$ cat config.mk
export PLATFORM = sky130hd
export DESIGN_NAME = tvbm_front
export DESIGN_NICKNAME = d
export VERILOG_FILES = /design/src/hdl/tvbm_pkg.sv /design/src/hdl/tvbm_front.sv
export SDC_FILE = /design/constraint.sdc
export NUM_CORES = 1
export LEC_CHECK = 0
export ABC_AREA = 0
export ABC_CLOCK_PERIOD_IN_PS = 4700
export CAP_MARGIN = 5
export CORE_ASPECT_RATIO = 0.8
export CORE_MARGIN = 2
export CORE_UTILIZATION = 40
export CTS_CLUSTER_SIZE = 40
export DETAILED_ROUTE_END_ITERATION = 10
export DONT_BUFFER_PORTS = 1
export GPL_TIMING_DRIVEN = 0
export PLACE_DENSITY = 0.53
export SYNTH_ARGS = -nofsm -noshare
export SYNTH_HDL_FRONTEND = slang
export SYNTH_SLANG_ARGS = --single-unit
$ cat constraint.sdc
create_clock -name clk -period 4.7 [get_ports clk]
set_input_delay 0.94 -clock clk [delete_from_list [all_inputs] [get_ports clk]]
set_output_delay 0.94 -clock clk [all_outputs]
set_load 0.05 [all_outputs]
$ cat src/hdl/tvbm_pkg.sv
// Shared types and constants for the thin volume block mapper.
package tvbm_pkg;

  localparam int EXT_W  = 12;
  localparam int BLK_W  = 8;
  localparam int VB_W   = EXT_W + BLK_W;
  localparam int SNAP_W = 16;
  localparam int VEXT_W = 13;
  localparam int OFS_W  = 24;
  localparam int POS_W  = 32;
  localparam int CNT_W  = 9;
  localparam int ADDR_W = 40;
  localparam int BLOCKS_PER_EXTENT = 256;

  localparam logic [1:0] ACT_READ  = 2'd0;
  localparam logic [1:0] ACT_WRITE = 2'd1;
  localparam logic [1:0] ACT_UNMAP = 2'd2;

  localparam logic [1:0] REG_SNAPSHOT = 2'd0;
  localparam logic [1:0] REG_VOL_EXT  = 2'd1;
  localparam logic [1:0] REG_OFFSET   = 2'd2;

  typedef enum logic [2:0] {
    CMD_READ,
    CMD_WRITE,
    CMD_UNMAP,
    CMD_NOP,
    CMD_REJECT
  } cmd_kind_t;

  typedef struct packed {
    logic [1:0]      action;
    logic [VB_W-1:0] volume_block;
  } in_item_t;

  typedef struct packed {
    logic              status;
    logic              mapped;
    logic [ADDR_W-1:0] device_block;
    logic              extent_allocated;
    logic              extent_released;
  } out_item_t;

  typedef struct packed {
    cmd_kind_t        kind;
    logic [EXT_W-1:0] ext;
    logic [BLK_W-1:0] blk;
  } cmd_t;

  typedef struct packed {
    logic [SNAP_W-1:0] current_snapshot;
    logic [VEXT_W-1:0] volume_extents;
    logic [OFS_W-1:0]  data_offset_blocks;
  } cfg_t;

endpackage

$ cat src/hdl/tvbm_front.sv
// Front end: accepts items, classifies them and queues commands for the back end.
module tvbm_front (
  input  logic                clk,
  input  logic                rst_n,
  input  logic                in_push,
  output logic                in_full,
  input  tvbm_pkg::in_item_t  in_item,
  input  logic                busy,
  input  logic [tvbm_pkg::VEXT_W-1:0] volume_extents,
  output logic                cmd_valid,
  output tvbm_pkg::cmd_t      cmd,
  input  logic                cmd_pop
);

  tvbm_pkg::cmd_t q_r [2];
  logic [1:0] cnt_r, cnt_nxt;
  logic       wp_r, rp_r;
  logic       push;
  tvbm_pkg::cmd_t cls;
  logic [tvbm_pkg::EXT_W-1:0] ext;

  assign ext = in_item.volume_block[tvbm_pkg::VB_W-1:tvbm_pkg::BLK_W];

  always_comb begin
    cls.ext = ext;
    cls.blk = in_item.volume_block[tvbm_pkg::BLK_W-1:0];
    if (in_item.action != tvbm_pkg::ACT_READ && in_item.action != tvbm_pkg::ACT_WRITE &&
        in_item.action != tvbm_pkg::ACT_UNMAP) begin
      cls.kind = tvbm_pkg::CMD_NOP;
    end else if ({1'b0, ext} >= volume_extents) begin
      cls.kind = tvbm_pkg::CMD_REJECT;
    end else if (in_item.action == tvbm_pkg::ACT_READ) begin
      cls.kind = tvbm_pkg::CMD_READ;
    end else if (in_item.action == tvbm_pkg::ACT_WRITE) begin
      cls.kind = tvbm_pkg::CMD_WRITE;
    end else begin
      cls.kind = tvbm_pkg::CMD_UNMAP;
    end
  end

  assign in_full   = (cnt_r == 2'd2) || busy;
  assign push      = in_push && !in_full;
  assign cmd_valid = (cnt_r != 2'd0);
  assign cmd       = q_r[rp_r];

  always_comb begin
    cnt_nxt = cnt_r;
    if (push && !(cmd_pop && cmd_valid)) begin
      cnt_nxt = cnt_r + 2'd1;
    end else if (!push && cmd_pop && cmd_valid) begin
      cnt_nxt = cnt_r - 2'd1;
    end
  end

  always_ff @(posedge clk) begin
    if (!rst_n) begin
      cnt_r <= 2'd0;
      wp_r  <= 1'b0;
      rp_r  <= 1'b0;
    end else begin
      cnt_r <= cnt_nxt;
      if (push) begin
        wp_r <= ~wp_r;
      end
      if (cmd_pop && cmd_valid) begin
        rp_r <= ~rp_r;
      end
    end
  end

  always_ff @(posedge clk) begin
    if (push) begin
      q_r[wp_r] <= cls;
    end
  end

endmodule

==> summary.txt <==
Timing
  • RSZ-0062 raised after global routing: no
  • Pins Over Slew Limit: 0
  • Final setup vio count: 0
  • Fin Setup TNS: 0 ns
  • Setup Skew: 0.00585 ns
  • Endpoints failing hold: 0
  • Min setup slack post-route: between 2 and 2.5 ns
  • Final min period: 2.47 ns
  • Rel. slew slack: 22.2%
  • Period utilization: 52.6%
  • Slew @ Worst Pin: about 1.2 ns
  • Hold_ws: 0.589 ns
  • Fmax: 405 MHz

Detailed routing
  • Final WL: 4180 um
  • Vias/cell: 5.10
  • WL/cell: 17.5 um
  • 1st-pass router iterations: 2
  • Vias after detailed routing: 1218
  • DRT antenna net count: 0
  • # DRC: 0
  • Detailed Route Iter0 Violations: 41

Placement
  • DP HPWL: 3170 um
  • Placed Instances: 232
  • Gpl congestion: 0.767
  • Number of port buffers: 0
  • Pre-CTS setup slack: 1.92 ns

Pwr
  • Comb pwr share: between 10% and 20%
  • Sequential share of power: 55.7%
  • Net Sw Power: 223 uW
  • Static Leak: 0.000921 uW
  • Clock Power Share: 30.8%
  • Pwr Density: 368 mW/mm^2
  • Peak supply drop: 0.235 mV
  • Internal power: 702 uW
  • Total Power: 925 uW
  • Sw frac: roughly a quarter

Synthesis
  • Number of flops mapped to enable cells by yosys: 46
  • Seq/Total Area, Yosys: 64.8%
  • Ranking of synthesized cells by area: edfxtp_1 (60%), mux2_2 (11%), ha_1 (6.6%), dfxtp_1 (4.4%), inv_1 (2.5%)
  • Netlist cell types: 31
  • Post-Syn Area per Cell: approximately 15 sq um
  • Cells after Synth: 152
  • Most common cell in the netlist: edfxtp_1
  • Predominant post-synthesis flop cell: edfxtp_1
  • Synth top area share: 60.4%
  • Post-synth ARST share: 0%
  • Top post-synthesis cells by count: edfxtp_1 (46), mux2_2 (23), inv_1 (15)
  • Ys Warns: 0
  • Synth area leader: edfxtp_1
  • Syn Nets: between 200 and 250
  • FF+latch count, synth: between 50 and 60
  • Cell area after synthesis: ~0.0023 sq mm

Cells and area
  • Final std cells w/o fill: 239
  • Ant. Diodes: 0
  • # fillers: about 490
  • Reg area: approximately 0.0015 sq mm
  • Area of the multi-input gates: 744 sq um
  • Layout cell share with drive strength beyond 1: 23.6%
  • Nets: 213
  • Area grow syn2layout: 9.96%

Floorplanning
  • Die area: 0.00634 sq mm
  • FP Rows: 24
  • Core Region: 0.00550 sq mm
  • Die Y: 71.6 um
  • I/O pin cnt: 65
  • Starting Density: 41.6%
  • Die W: 88.5 um

Worst setup path
  • WS Path Type: register to output pin
  • CP endpoint kind: output pin
  • Worst path bufs/invs: 1
  • CP delay by family, top: multiplexers
  • Startpoint Class: register
  • Worst-path cell chain: buf_2 > mux2_2
  • Worst-path maximum fanout: 10
  • Max stage delay cell, worst path: mux2_2
  • CP max stage delay: 0.51 ns
  • Crit path required time: 3.76 ns
  • WP data arrival: about 1.5 ns

Global routing
  • Initial antenna violation count: 0
  • Met2 Use GR: 23.8%
  • Vias in the first global route: 1278
  • First-pass GRT wire length: between 6000 and 7000 um
  • Largest net degree at the start of global routing: 24
  • Global Route met1 Usage: 15.1%
  • Grt met3 use: 6.22%
  • Grt total ovfl: 0
  • Top Usage Layer GRT: met2
  • GR Util All Layers: between 10% and 20%

Clock tree
  • Clk sink count: 51
  • CTS Buf Count: 5
  • H-tree depth: 2
  • Clk_lat worst skew: 0.29 ns
  • Max Root-Sink Buffers: 2
  • TritonCTS clock tree: built
  • Post-CTS Resized: 0
  • CTS root buf: clkbuf_8
  • Buffer count from post-CTS setup fixing: 0
  • CTS Hold Bufs: 0
  • CTS clock-pin slew for the worst setup and hold paths: 0.08 ns

Outcome
  • Status: complete, no violations

Min path
  • Hold Crit Class: register to register

Run
  • Max-cap viol count: 0
## tightest hold or removal path, stage by stage (launching register included)
cell	delay [ns]
dfxtp_1	0.33
xnor2_1	0.07
and2_1	0.15
## sequential cells by signal, summed over array words and instances (netlist names), named ones only
signal  count
cnt_r       2
q_r        46
rp_r        1
wp_r        1
## layout make-up
cell class / instances / share of cell area [%]
buffer: 2 / 0.398
inverter: 15 / 2.24
clock inverter: 1 / 1.19
timing repair buffer: 2 / 0.896
clock buffer: 6 / 2.89
sequential: 51 / 58.9
tap: 78 / 3.88
multi-input combinational: 84 / 29.6
## layout by cell type, fill, tap and decap left out, drive strengths merged, types with 2 or more instances in the layout
master    n
a2111oi   2
a211oi    4
and2      5
and3      2
buf       4
clkbuf    6
dfxtp     5
edfxtp   46
ha       12
inv      15
mux2     23
nand2     2
nand2b    2
nor2      7
nor2b     3
o21ai     4
or2       3
xnor2     2
## per-stage QoR
step / cell area (sq um) / util [%]
final: 2510 / 45.8
after detailed placement: 2410 / 43.9
after global placement: 2380 / 43.4
after floorplan: 2290 / -
after global routing: 2510 / 45.8
after CTS: 2510 / 45.8
## path summary, 6_finish.rpt
path | from | endpoint | slack, ns | cells after the start
setup / recovery | register | cmd[17] | 2.23 | 2
hold / removal | rp_r | register | 0.59 | 2
setup reg to reg | cnt_r[1] | q_r[1][21] | 2.64 | 3
hold reg to reg | rp_r | register | 0.59 | 2
## power by group through the flow
stage / sequential [uW] / combinational (uW) / clock [uW]
after detailed placement: 527 / 127 / 0
final: 516 / 125 / 285
after global placement: 526 / 121 / 0
after global routing: 517 / 135 / 311
after floorplan: 525 / 108 / 0
after CTS: 516 / 127 / 294
## cells by family after synthesis
| group | after synthesis | synth area share, % |
|---|---|---|
| buf+inv | 17 | 2.90 |
| flops | 51 | 64.8 |
| compound gates | 17 | 5.91 |
| xor+xnor | 2 | 0.766 |
| fa+ha+maj | 12 | 6.56 |
| simple gates | 29 | 7.33 |
| mux | 24 | 11.8 |
## layer usage
metal	part of all wire [%]	routed length [um]	up-vias
li1	-	-	582
met1	41	1710	596
met2	50	2090	38
met3	8.6	358	2
met4	0.41	17	0
met5	0	0	-
Note: power is estimated with default switching activity, not from simulation.
